File: config.mk
export PLATFORM = sky130hd
export DESIGN_NAME = ranging_sensor_packet_parser_core
export DESIGN_NICKNAME = d
export VERILOG_FILES = /design/src/hw/rtl/rsp_pkg.sv /design/src/hw/rtl/rsp_frame_fsm.sv /design/src/hw/rtl/rsp_out_buf.sv /design/src/hw/rtl/ranging_sensor_packet_parser_core.sv
export SDC_FILE = /design/constraint.sdc
export NUM_CORES = 1
export LEC_CHECK = 0
export ABC_AREA = 1
export BUFFER_PORTS_ARGS = -buffer_cell sky130_fd_sc_hd__buf_2
export CAP_MARGIN = 20
export CORE_MARGIN = 2
export CORE_UTILIZATION = 45
export CTS_CLUSTER_SIZE = 10
export DETAILED_ROUTE_END_ITERATION = 16
export HOLD_SLACK_MARGIN = 0.12
export PLACE_DENSITY = 0.71
export RECOVER_POWER = 50
export SLEW_MARGIN = 20
export SYNTH_ARGS = -nofsm -noshare
export SYNTH_HDL_FRONTEND = slang
export SYNTH_HIERARCHICAL = 1
export SYNTH_SLANG_ARGS = --single-unit
File: constraint.sdc
create_clock -name clk -period 3.4 [get_ports clk]
set_input_delay 0.34 -clock clk [delete_from_list [all_inputs] [get_ports clk]]
set_output_delay 0.34 -clock clk [all_outputs]
set_load 0.02 [all_outputs]
File: src/hw/rtl/rsp_pkg.sv
package rsp_pkg;

  // command codes of an input item
  localparam logic [1:0] CMD_START = 2'd0;
  localparam logic [1:0] CMD_BYTE  = 2'd1;
  localparam logic [1:0] CMD_TICK  = 2'd2;

  // result status codes
  localparam logic [2:0] ST_OK          = 3'd0;
  localparam logic [2:0] ST_HDR_TIMEOUT = 3'd1;
  localparam logic [2:0] ST_INCOMPLETE  = 3'd2;
  localparam logic [2:0] ST_CSUM_ERR    = 3'd3;
  localparam logic [2:0] ST_RANGE_ERR   = 3'd4;

  // frame constants
  localparam logic [7:0]  HDR_BYTE = 8'hFF;
  localparam logic [15:0] MIN_MM   = 16'd30;
  localparam logic [15:0] MAX_MM   = 16'd4500;

  // register map
  localparam int unsigned   ADDR_W           = 3;
  localparam logic          REG_WAIT_TICKS   = 1'b0;
  localparam logic [15:0]   WAIT_TICKS_RESET = 16'd100;

  localparam int unsigned DIST_W = 13;
  localparam int unsigned STAT_W = 3;

  typedef struct packed {
    logic [DIST_W-1:0] range_mm;
    logic [STAT_W-1:0] status;
  } result_t;

  typedef struct packed {
    logic    valid;
    result_t data;
  } result_push_t;

endpackage

File: src/hw/rtl/rsp_frame_fsm.sv
module rsp_frame_fsm (
  input  logic                 clk,
  input  logic                 rst_n,
  input  logic                 item_accept,
  input  logic [1:0]           command,
  input  logic [7:0]           rx_byte,
  input  logic [15:0]          wait_ticks,
  output rsp_pkg::result_push_t push
);

  typedef enum logic [1:0] {
    PH_IDLE    = 2'd0,
    PH_HUNT    = 2'd1,
    PH_COLLECT = 2'd2
  } phase_t;

  phase_t      phase_r, phase_nxt;
  logic [1:0]  bytes_taken_r, bytes_taken_nxt;
  logic [15:0] elapsed_r, elapsed_nxt;
  logic [7:0]  dist_hi_r, dist_hi_nxt;
  logic [7:0]  dist_lo_r, dist_lo_nxt;

  logic [16:0] tick_next;
  logic [7:0]  csum;
  logic [15:0] dist_full;

  assign tick_next = {1'b0, elapsed_r} + 17'd1;
  assign csum      = rsp_pkg::HDR_BYTE + dist_hi_r + dist_lo_r;
  assign dist_full = {dist_hi_r, dist_lo_r};

  always_comb begin
    phase_nxt       = phase_r;
    bytes_taken_nxt = bytes_taken_r;
    elapsed_nxt     = elapsed_r;
    dist_hi_nxt     = dist_hi_r;
    dist_lo_nxt     = dist_lo_r;
    push.valid            = 1'b0;
    push.data.range_mm    = '0;
    push.data.status      = rsp_pkg::ST_OK;

    if (item_accept) begin
      unique case (command)
        rsp_pkg::CMD_START: begin
          phase_nxt       = PH_HUNT;
          bytes_taken_nxt = 2'd0;
          elapsed_nxt     = 16'd0;
        end
        rsp_pkg::CMD_TICK: begin
          if (phase_r != PH_IDLE) begin
            if (tick_next >= {1'b0, wait_ticks}) begin
              push.valid       = 1'b1;
              push.data.status = (phase_r == PH_HUNT) ? rsp_pkg::ST_HDR_TIMEOUT
                                                      : rsp_pkg::ST_INCOMPLETE;
              phase_nxt        = PH_IDLE;
              bytes_taken_nxt  = 2'd0;
              elapsed_nxt      = 16'd0;
            end else begin
              elapsed_nxt = tick_next[15:0];
            end
          end
        end
        rsp_pkg::CMD_BYTE: begin
          if (phase_r == PH_HUNT) begin
            if (rx_byte == rsp_pkg::HDR_BYTE) begin
              phase_nxt       = PH_COLLECT;
              bytes_taken_nxt = 2'd0;
              elapsed_nxt     = 16'd0;
            end
          end else if (phase_r == PH_COLLECT) begin
            unique case (bytes_taken_r)
              2'd0: begin
                dist_hi_nxt     = rx_byte;
                bytes_taken_nxt = 2'd1;
              end
              2'd1: begin
                dist_lo_nxt     = rx_byte;
                bytes_taken_nxt = 2'd2;
              end
              default: begin
                // checksum byte closes the frame
                push.valid      = 1'b1;
                phase_nxt       = PH_IDLE;
                bytes_taken_nxt = 2'd0;
                elapsed_nxt     = 16'd0;
                if (csum != rx_byte) begin
                  push.data.status = rsp_pkg::ST_CSUM_ERR;
                end else if (dist_full < rsp_pkg::MIN_MM || dist_full > rsp_pkg::MAX_MM) begin
                  push.data.status = rsp_pkg::ST_RANGE_ERR;
                end else begin
                  push.data.range_mm = dist_full[rsp_pkg::DIST_W-1:0];
                end
              end
            endcase
          end
        end
        default: begin
          // unused command, nothing changes
        end
      endcase
    end
  end

  always_ff @(posedge clk) begin
    if (!rst_n) begin
      phase_r       <= PH_IDLE;
      bytes_taken_r <= 2'd0;
      elapsed_r     <= 16'd0;
      dist_hi_r     <= 8'd0;
      dist_lo_r     <= 8'd0;
    end else begin
      phase_r       <= phase_nxt;
      bytes_taken_r <= bytes_taken_nxt;
      elapsed_r     <= elapsed_nxt;
      dist_hi_r     <= dist_hi_nxt;
      dist_lo_r     <= dist_lo_nxt;
    end
  end

endmodule

File: src/hw/rtl/rsp_out_buf.sv
module rsp_out_buf (
  input  logic                  clk,
  input  logic                  rst_n,
  input  rsp_pkg::result_push_t push,
  output logic                  space,
  output logic                  out_valid,
  input  logic                  out_ready,
  output rsp_pkg::result_t      out_data
);

  logic             main_valid_r, main_valid_nxt;
  logic             skid_valid_r, skid_valid_nxt;
  rsp_pkg::result_t main_data_r, main_data_nxt;
  rsp_pkg::result_t skid_data_r, skid_data_nxt;
  logic             pop;

  assign pop       = main_valid_r && out_ready;
  assign space     = !skid_valid_r;
  assign out_valid = main_valid_r;
  assign out_data  = main_data_r;

  always_comb begin
    main_valid_nxt = main_valid_r;
    main_data_nxt  = main_data_r;
    skid_valid_nxt = skid_valid_r;
    skid_data_nxt  = skid_data_r;
    if (pop) begin
      if (skid_valid_r) begin
        // skid full means no push this cycle
        main_data_nxt  = skid_data_r;
        skid_valid_nxt = 1'b0;
      end else if (push.valid) begin
        main_data_nxt = push.data;
      end else begin
        main_valid_nxt = 1'b0;
      end
    end else if (push.valid) begin
      if (!main_valid_r) begin
        main_valid_nxt = 1'b1;
        main_data_nxt  = push.data;
      end else begin
        skid_valid_nxt = 1'b1;
        skid_data_nxt  = push.data;
      end
    end
  end

  always_ff @(posedge clk) begin
    if (!rst_n) begin
      main_valid_r <= 1'b0;
      skid_valid_r <= 1'b0;
    end else begin
      main_valid_r <= main_valid_nxt;
      skid_valid_r <= skid_valid_nxt;
    end
    main_data_r <= main_data_nxt;
    skid_data_r <= skid_data_nxt;
  end

endmodule

File: src/hw/rtl/ranging_sensor_packet_parser_core.sv
// ranging sensor packet parser
// input channel (in_valid/in_ready): one item is a command, plus a serial
//   byte for the byte command; start arms a hunt for the 0xff header, bytes
//   then fill high, low and checksum, ticks count time for the timeouts
// result channel (out_valid/out_ready): one item per finished measurement,
//   distance in mm and a status code (ok, header timeout, incomplete,
//   checksum mismatch, out of range)
// config: apb-style port, wait_ticks at byte address 0, pready tied high
// result path: the result of the item that closes the measurement is written
//   into the result register, or into the skid entry while that one is held
// throughput: one item per cycle while in_ready is high; frame state is
//   updated in one pass of logic between state and result registers
// stall: a two-entry output buffer (result register plus skid) keeps
//   in_ready high while one result waits; in_ready drops only when both
//   entries are full and then returns the cycle after out_ready is seen
// reset: synchronous active-low, parser goes idle, output buffer empties,
//   wait_ticks returns to 100
module ranging_sensor_packet_parser_core (
  input  logic                          clk,
  input  logic                          rst_n,
  // input channel
  input  logic                          in_valid,
  output logic                          in_ready,
  input  logic [1:0]                    in_command,
  input  logic [7:0]                    in_rx_byte,
  // result channel
  output logic                          out_valid,
  input  logic                          out_ready,
  output logic [rsp_pkg::DIST_W-1:0]    out_range_mm,
  output logic [rsp_pkg::STAT_W-1:0]    out_status,
  // configuration port
  input  logic                          psel,
  input  logic                          penable,
  input  logic                          pwrite,
  input  logic [rsp_pkg::ADDR_W-1:0]    paddr,
  input  logic [31:0]                   pwdata,
  output logic [31:0]                   prdata,
  output logic                          pready
);

  logic                  item_accept;
  logic                  buf_space;
  logic                  cfg_wr;
  logic [15:0]           wait_ticks_r;
  rsp_pkg::result_push_t push;
  rsp_pkg::result_t      out_data;

  // a register beyond the list (paddr bit 2 set) is ignored
  assign pready = 1'b1;
  assign cfg_wr = psel && penable && pwrite && pready &&
                  (paddr[2] == rsp_pkg::REG_WAIT_TICKS);
  assign prdata = (paddr[2] == rsp_pkg::REG_WAIT_TICKS) ? {16'd0, wait_ticks_r} : 32'd0;

  always_ff @(posedge clk) begin
    if (!rst_n) begin
      wait_ticks_r <= rsp_pkg::WAIT_TICKS_RESET;
    end else if (cfg_wr) begin
      wait_ticks_r <= pwdata[15:0];
    end
  end

  // accept whenever the output buffer can still hold a result
  assign in_ready    = buf_space;
  assign item_accept = in_valid && in_ready;

  rsp_frame_fsm u_fsm (
    .clk         (clk),
    .rst_n       (rst_n),
    .item_accept (item_accept),
    .command     (in_command),
    .rx_byte     (in_rx_byte),
    .wait_ticks  (wait_ticks_r),
    .push        (push)
  );

  rsp_out_buf u_out_buf (
    .clk       (clk),
    .rst_n     (rst_n),
    .push      (push),
    .space     (buf_space),
    .out_valid (out_valid),
    .out_ready (out_ready),
    .out_data  (out_data)
  );

  assign out_range_mm = out_data.range_mm;
  assign out_status   = out_data.status;

endmodule

==> results of run 1 <==
## state kept, by name, summed over array words and instances (netlist names)
signal                  cells
u_out_buf/skid_valid_r      1
wait_ticks_r               16
u_fsm/bytes_taken_r         2
u_fsm/dist_hi_r             8
u_fsm/dist_lo_r             8
u_out_buf/out_valid         1
u_fsm/phase_r               2
u_out_buf/skid_data_r      16
u_fsm/elapsed_r            16
u_out_buf/out_data         16
## how the worst min path moves through the flow
stage / from / end / cells past startpoint
CTS: pwdata[5] / wait_ticks_r[5] / 3
global route: pwdata[5] / wait_ticks_r[5] / 3
floorplan: wait_ticks_r[2] / wait_ticks_r[2] / 2
global placement: u_fsm/bytes_taken_r[1] / u_fsm/bytes_taken_r[1] / 2
detailed placement: u_fsm/bytes_taken_r[1] / u_fsm/bytes_taken_r[1] / 2
finish: pwdata[5] / wait_ticks_r[5] / 3
## stage by stage
stage	hold WS [ps]	setup WS [ps]	cells	area [µm²]
after floorplan	451	-26.3	736	5570
after global placement	466	43.4	929	5980
after detailed placement	476	25.0	929	5980
after CTS	193	12.0	945	6280
after global routing	211	-59.4	950	6430
final	203	132	951	6430
## repair_timing
action,in CTS,in global routing
setup endpoints to repair,3,43
gates resized for setup,1,34
pin swaps,0,19
hold endpoints to repair,0,0
cloned,0,1
setup buffers,0,4
## cell usage in the layout, fill, tap and decap left out, types with 35 or more instances in the layout
cell and instances:
dfxtp_1 50, nand3_1 35, nor2_1 56, nand2_1 104
a21oi_1 37, inv_1 144, clkbuf_1 35
## metal layers
layer	vias up	track usage
met5	-	0
met4	0	0.0643
met3	12	0.0360
met2	108	0.264
met1	2010	0.228
li1	2404	-
## layout make-up
cell class,count,area (µm²)
Fill cell,1129,5580
Multi-Input combinational cell,463,2840
Clock buffer,9,225
Clock inverter,7,78.8
Inverter,150,567
Sequential cell,86,2050
Antenna cell,1,2.50
Timing Repair Buffer,88,492
Tap cell,147,184
## power breakdown
group	leakage (nW)	switching (mW)	internal (mW)
sequential	0.732	0.0297	1.09
clock	0.148	0.450	0.520
combinational	1.99	0.256	0.162
total	2.87	0.736	1.77
## worst min-delay path, stage by stage
cell,delay (ps)
buf_2,70
nand2_1,40
nand3_1,60
## logic make-up (layout without fill, tap and decap cells)
family / Yosys count / in the layout
simple gates: 288 / 288
buf+inv: 187 / 254
compound gates: 95 / 95
flops: 86 / 86
fa+ha+maj: 37 / 37
xor+xnor: 26 / 26
other cells: 2 / 18
==> impl_metrics.yaml, run 1 <==
status:
  outcome: "finished clean"
finish:
  final_nets: 887
  drive_gt1_frac: 0.199
  fin_util: 0.536
  syn_to_final_growth_pct: 16.7
critical_path:
  critical-path-max-stage-delay_ps: 360
  slowest_stage: "dfxtp_2"
  path_depth: 22
  end_kind: "flop"
  crit_family: "simple AND/OR/NAND/NOR gates"
  crit_path_start: "u_fsm/elapsed_r[1]"
  r2r_setup_slack_ps: 130
  crit_chain: "nand2_1 > nor2_2 > nand3_2 > nand3b_1 > buf_4 > nor2_4 > xor2_2 > inv_1 > ha_4 > inv_1 > o211ai_1 > inv_1 > nand2_1 > nor2_2 > nand3_2 > nand2_2 > a21oi_2 > inv_2 > nand2_2 > nand2_2 > inv_4 > clkbuf_16"
  reg2reg_to: "u_out_buf/out_data[7]"
  worstRegToRegCells: 22
  cp.required_ps: 3470
  crit_arrival_ps: 3340
  crit_buf_inv: 7
  criticalPathCategory: "flop to flop"
  worstSetupStartpointType: "flop"
  cp-endpoint: "u_out_buf/out_data[7]"
  rr_startpoint: "u_fsm/elapsed_r[1]"
  worstPathMaxFanout: 8
yosys:
  synth_top_family_by_area: "simple AND/OR/NAND/NOR gates"
  yosysMostFrequentCell: "inv_1"
  yosys.area.top_type: "dfxtp_1"
  synthCells: 721
  yosysSeqAreaShare: 0.370
  synth-edff-count: 32
  synthMuxAreaShare: 0
  syn-cell-area_um2: 5520
  yosys.area_share.simple: 0.252
  synth.area.top_cells: "dfxtp_1 (20%), edfxtp_1 (17%), inv_1 (9.9%)"
  synthTopCellsByCount: "inv_1 (146), nand2_1 (108), nor2_1 (60)"
  synth.avg_cell_area_um2: 7.65
  synth_adder_area_share: 0.0853
  ys.flop_type: "dfxtp_1"
  synth_top_area_share: 0.196
  synth-seq-cells: 86
  synth_compound_area_frac: 0.100
  yosysUniqueCellTypes: 39
  postSynth.asyncResetShare: 0
  ys_warn_count: 6
  synthXorXnorAreaFrac: 0.0413
die:
  die_area_um2: 13200
  die_w_um: 115
  row_count: 40
  design.core.area_um2: 12000
  ios: 103
  die_height_um: 115
  start_util: 0.459
detailed_routing:
  wl_met1_um: 5360
  routed-via-count: 4534
  wl_met3_um: 453
  wl_met2_um: 5050
  wl_um: 11000
  drc: 0
  drtIter0Drc: 249
  top_layer: "met4"
  first_pass_iters: 5
  ant_nets: 0
  wl_per_cell_um: 11.6
  vias_per_cell: 4.77
sta:
  drv_slew: 0
  fin_crit_ps: 3270
  post-route-period-util: 0.961
  slew_headroom: 0.159
  final-hold-violation-count: 0
  finalSetupTns_ps: 0
  fin_skew_ps: 4.43
  worst_slew_pin_slew_ps: 1260
  fmax_mhz: 306
  finalSetupViolCount: 0
cts:
  cts_buffer_depth: 2
  cts_buffers: 9
  clkSlewWorstSetupHoldPaths_ps: 70
  cts.sink_count: 86
  clk-insertion-delay-late_ps: 350
  cts_root_buf: "clkbuf_16"
  htreeDepth: 3
  cts_hold_buf: 0
  cts_tree: "yes"
global_route:
  grtUsageTotal: 0.168
  grt.overflow.total: 0
  antenna_found_initial: 1
  grt_pass1_wl_um: 17700
  grt_pass1_vias: 3926
  grt_max_degree: 41
flow_run:
  cap_violations: 0
min_path:
  hp-class: "input port to flop"
place:
  hpwl_um: 8100
  port_buffers: 67
  place_congestion: 0.822
power:
  fin_total_pwr_mw: 2.51
  power_density_nw_per_um2: 390
  ir_drop_mv: 0.217
  p_leak_nw: 2.87
Power figures use the tool's default switching activity.
==> run 2: changes to the inputs <==
--- a/config.mk
+++ b/config.mk
@@ -14,7 +14,6 @@
 export DETAILED_ROUTE_END_ITERATION = 16
 export HOLD_SLACK_MARGIN = 0.12
 export PLACE_DENSITY = 0.71
-export RECOVER_POWER = 50
 export SLEW_MARGIN = 20
 export SYNTH_ARGS = -nofsm -noshare
 export SYNTH_HDL_FRONTEND = slang
==> run 2 against run 1 <==
Via count decreased by 0.35%. Highest routed layer unchanged. Sequential cell count is the same. Critical endpoint unchanged. Count of clock-buffer cells in the layout unchanged. Sequential share of layout area down 0.33 points. Cell area rose by 1.1%. Global-route usage stayed put. First-iteration DRC count did not move. Register-to-register slack about the same. Routed wire length is 0.32% lower. Worst setup slack better by 8.1 ps.
==> impl_metrics.yaml, run 2 (synthesis results as in run 1) <==
finish:
  final_nets: 887
  most-common-layout-cells: "inv_1 (144), nand2_1 (103), buf_2 (67)"
  drive_gt1_frac: 0.245
  final_common_cell: "inv_1"
  syn_to_final_growth_pct: 17.9
sta:
  drv_slew: 0
  hold_ws_ps: 205
  worst_slack_ps: 140
  fmax_mhz: 307
  post-route-period-util: 0.959
  worst_slew_pin_slew_ps: 678
  fin_crit_ps: 3260
  slew_headroom: 0.548
  finalSetupTns_ps: 0
  finalSetupViolCount: 0
  fin_skew_ps: 5.23
  final-hold-violation-count: 0
min_path:
  worstHoldEndpoint: "wait_ticks_r[5]"
  hp-class: "input port to flop"
  min-delay-start: "pwdata[5]"
  whs_path_depth: 3
place:
  place_congestion: 0.822
  dp_slack_ps: 25.0
  port_buffers: 67
  hpwl_um: 8100
detailed_routing:
  vias_per_cell: 4.75
  wl_um: 11000
  ant_nets: 0
  wl_per_cell_um: 11.6
  drtIter0Drc: 249
  routed-via-count: 4518
  first_pass_iters: 4
  drc: 0
cts:
  cts_hold_buf: 0
  htreeDepth: 3
  cts_buffer_depth: 2
  clkSlewWorstSetupHoldPaths_ps: 70
  cts_root_buf: "clkbuf_16"
  cts.sink_count: 86
  cts_tree: "yes"
  clk-insertion-delay-late_ps: 350
  cts_buffers: 9
critical_path:
  critical-path-max-stage-delay_ps: 360
  slowest_stage: "dfxtp_2"
  crit_arrival_ps: 3330
  path_depth: 22
  crit_buf_inv: 7
  rr_startpoint: "u_fsm/elapsed_r[1]"
  worstSetupStartpointType: "flop"
  worstRegToRegCells: 22
  end_kind: "flop"
  cp.required_ps: 3470
  crit_chain: "nand2_1 > nor2_2 > nand3_2 > nand3b_1 > buf_4 > nor2_4 > xor2_2 > inv_1 > ha_4 > inv_1 > o211ai_1 > inv_1 > nand2_1 > nor2_2 > nand3_2 > nand2_2 > a21oi_2 > inv_2 > nand2_2 > nand2_2 > inv_4 > clkbuf_16"
  r2r_setup_slack_ps: 140
  reg2reg_to: "u_out_buf/out_data[7]"
  crit_family: "simple AND/OR/NAND/NOR gates"
  criticalPathCategory: "flop to flop"
  worstPathMaxFanout: 8
die:
  die_w_um: 115
  row_count: 40
  ios: 103
  start_util: 0.459
  design.core.area_um2: 12000
  die_height_um: 115
  die_area_um2: 13200
status:
  outcome: "finished clean"
flow_run:
  cap_violations: 0
global_route:
  grt_max_degree: 41
  grt.overflow.total: 0
  grt_pass1_wl_um: 17700
  grtUsageTotal: 0.168
  antenna_found_initial: 1
  grt_pass1_vias: 3926
power:
  p_leak_nw: 3.01
  power_density_nw_per_um2: 387
  fin_total_pwr_mw: 2.52
  ir_drop_mv: 0.217
run 2: changes by cell type in the layout (fill, tap and decap cells not counted):
cell / change
nand2_4: +1
clkinvlp_2: -1
clkinv_2: +1
clkbuf_1: -35
nor2_1: -1
nand2_1: -1
nor2_8: +1
buf_2: +35
run 2: stage by stage:
| stage | utilization | cell area [µm²] | instances |
|---|---|---|---|
| after floorplan | - | 5570 | 736 |
| after global placement | 0.498 | 5980 | 929 |
| after detailed placement | 0.498 | 5980 | 929 |
| after CTS | 0.523 | 6280 | 945 |
| after global routing | 0.541 | 6500 | 950 |
| final | 0.541 | 6500 | 951 |
run 2: where the power goes:
part           internal [mW]  switching [mW]  total [mW]
Sequential              1.09          0.0297        1.12
Combinational          0.165           0.257       0.422
Clock                  0.520           0.453       0.973
Total                   1.78           0.740        2.52
run 2: area by class of cell:
| class | count | area, µm² |
|---|---|---|
| Inverter | 150 | 567 |
| Timing Repair Buffer | 88 | 536 |
| Clock inverter | 7 | 78.8 |
| Sequential cell | 86 | 2050 |
| Fill cell | 1101 | 5510 |
| Clock buffer | 9 | 225 |
| Multi-Input combinational cell | 463 | 2860 |
| Antenna cell | 1 | 2.50 |
| Tap cell | 147 | 184 |
run 2: worst min-delay path, stage by stage:
cell and delay [ps]:
buf_2 80, nand2_1 40, nand3_1 60
run 2: repair_timing:
item                                    CTS  global route
setup buffers                             0             4
resized for setup                         1            34
endpoints found under the setup margin    3            43
pin swaps                                 0            19
hold endpoints to repair                  0             0
cloned                                    0             1
run 2: worst max-delay path by stage:
| stage | start | to | slack [ps] |
|---|---|---|---|
| 2_1_floorplan | u_fsm/elapsed_r[0] | u_out_buf/skid_data_r[0] | -30 |
| 3_3_place_gp | u_fsm/elapsed_r[0] | u_out_buf/out_data[6] | 40 |
| 3_5_place_dp | u_fsm/elapsed_r[2] | u_out_buf/out_data[6] | 20 |
| 4_1_cts | u_fsm/elapsed_r[0] | u_out_buf/out_data[15] | 10 |
| 5_1_grt | u_fsm/elapsed_r[0] | u_out_buf/out_data[7] | -60 |
| 6_report | u_fsm/elapsed_r[1] | u_out_buf/out_data[7] | 140 |
run 2: metal layers:
layer | vias to the layer above | track usage | share of wire
li1 | 2406 | - | -
met2 | 86 | 0.264 | 0.46
met4 | 0 | 0.0643 | 0.015
met5 | - | 0 | 0
met3 | 12 | 0.0360 | 0.036
met1 | 2014 | 0.228 | 0.49
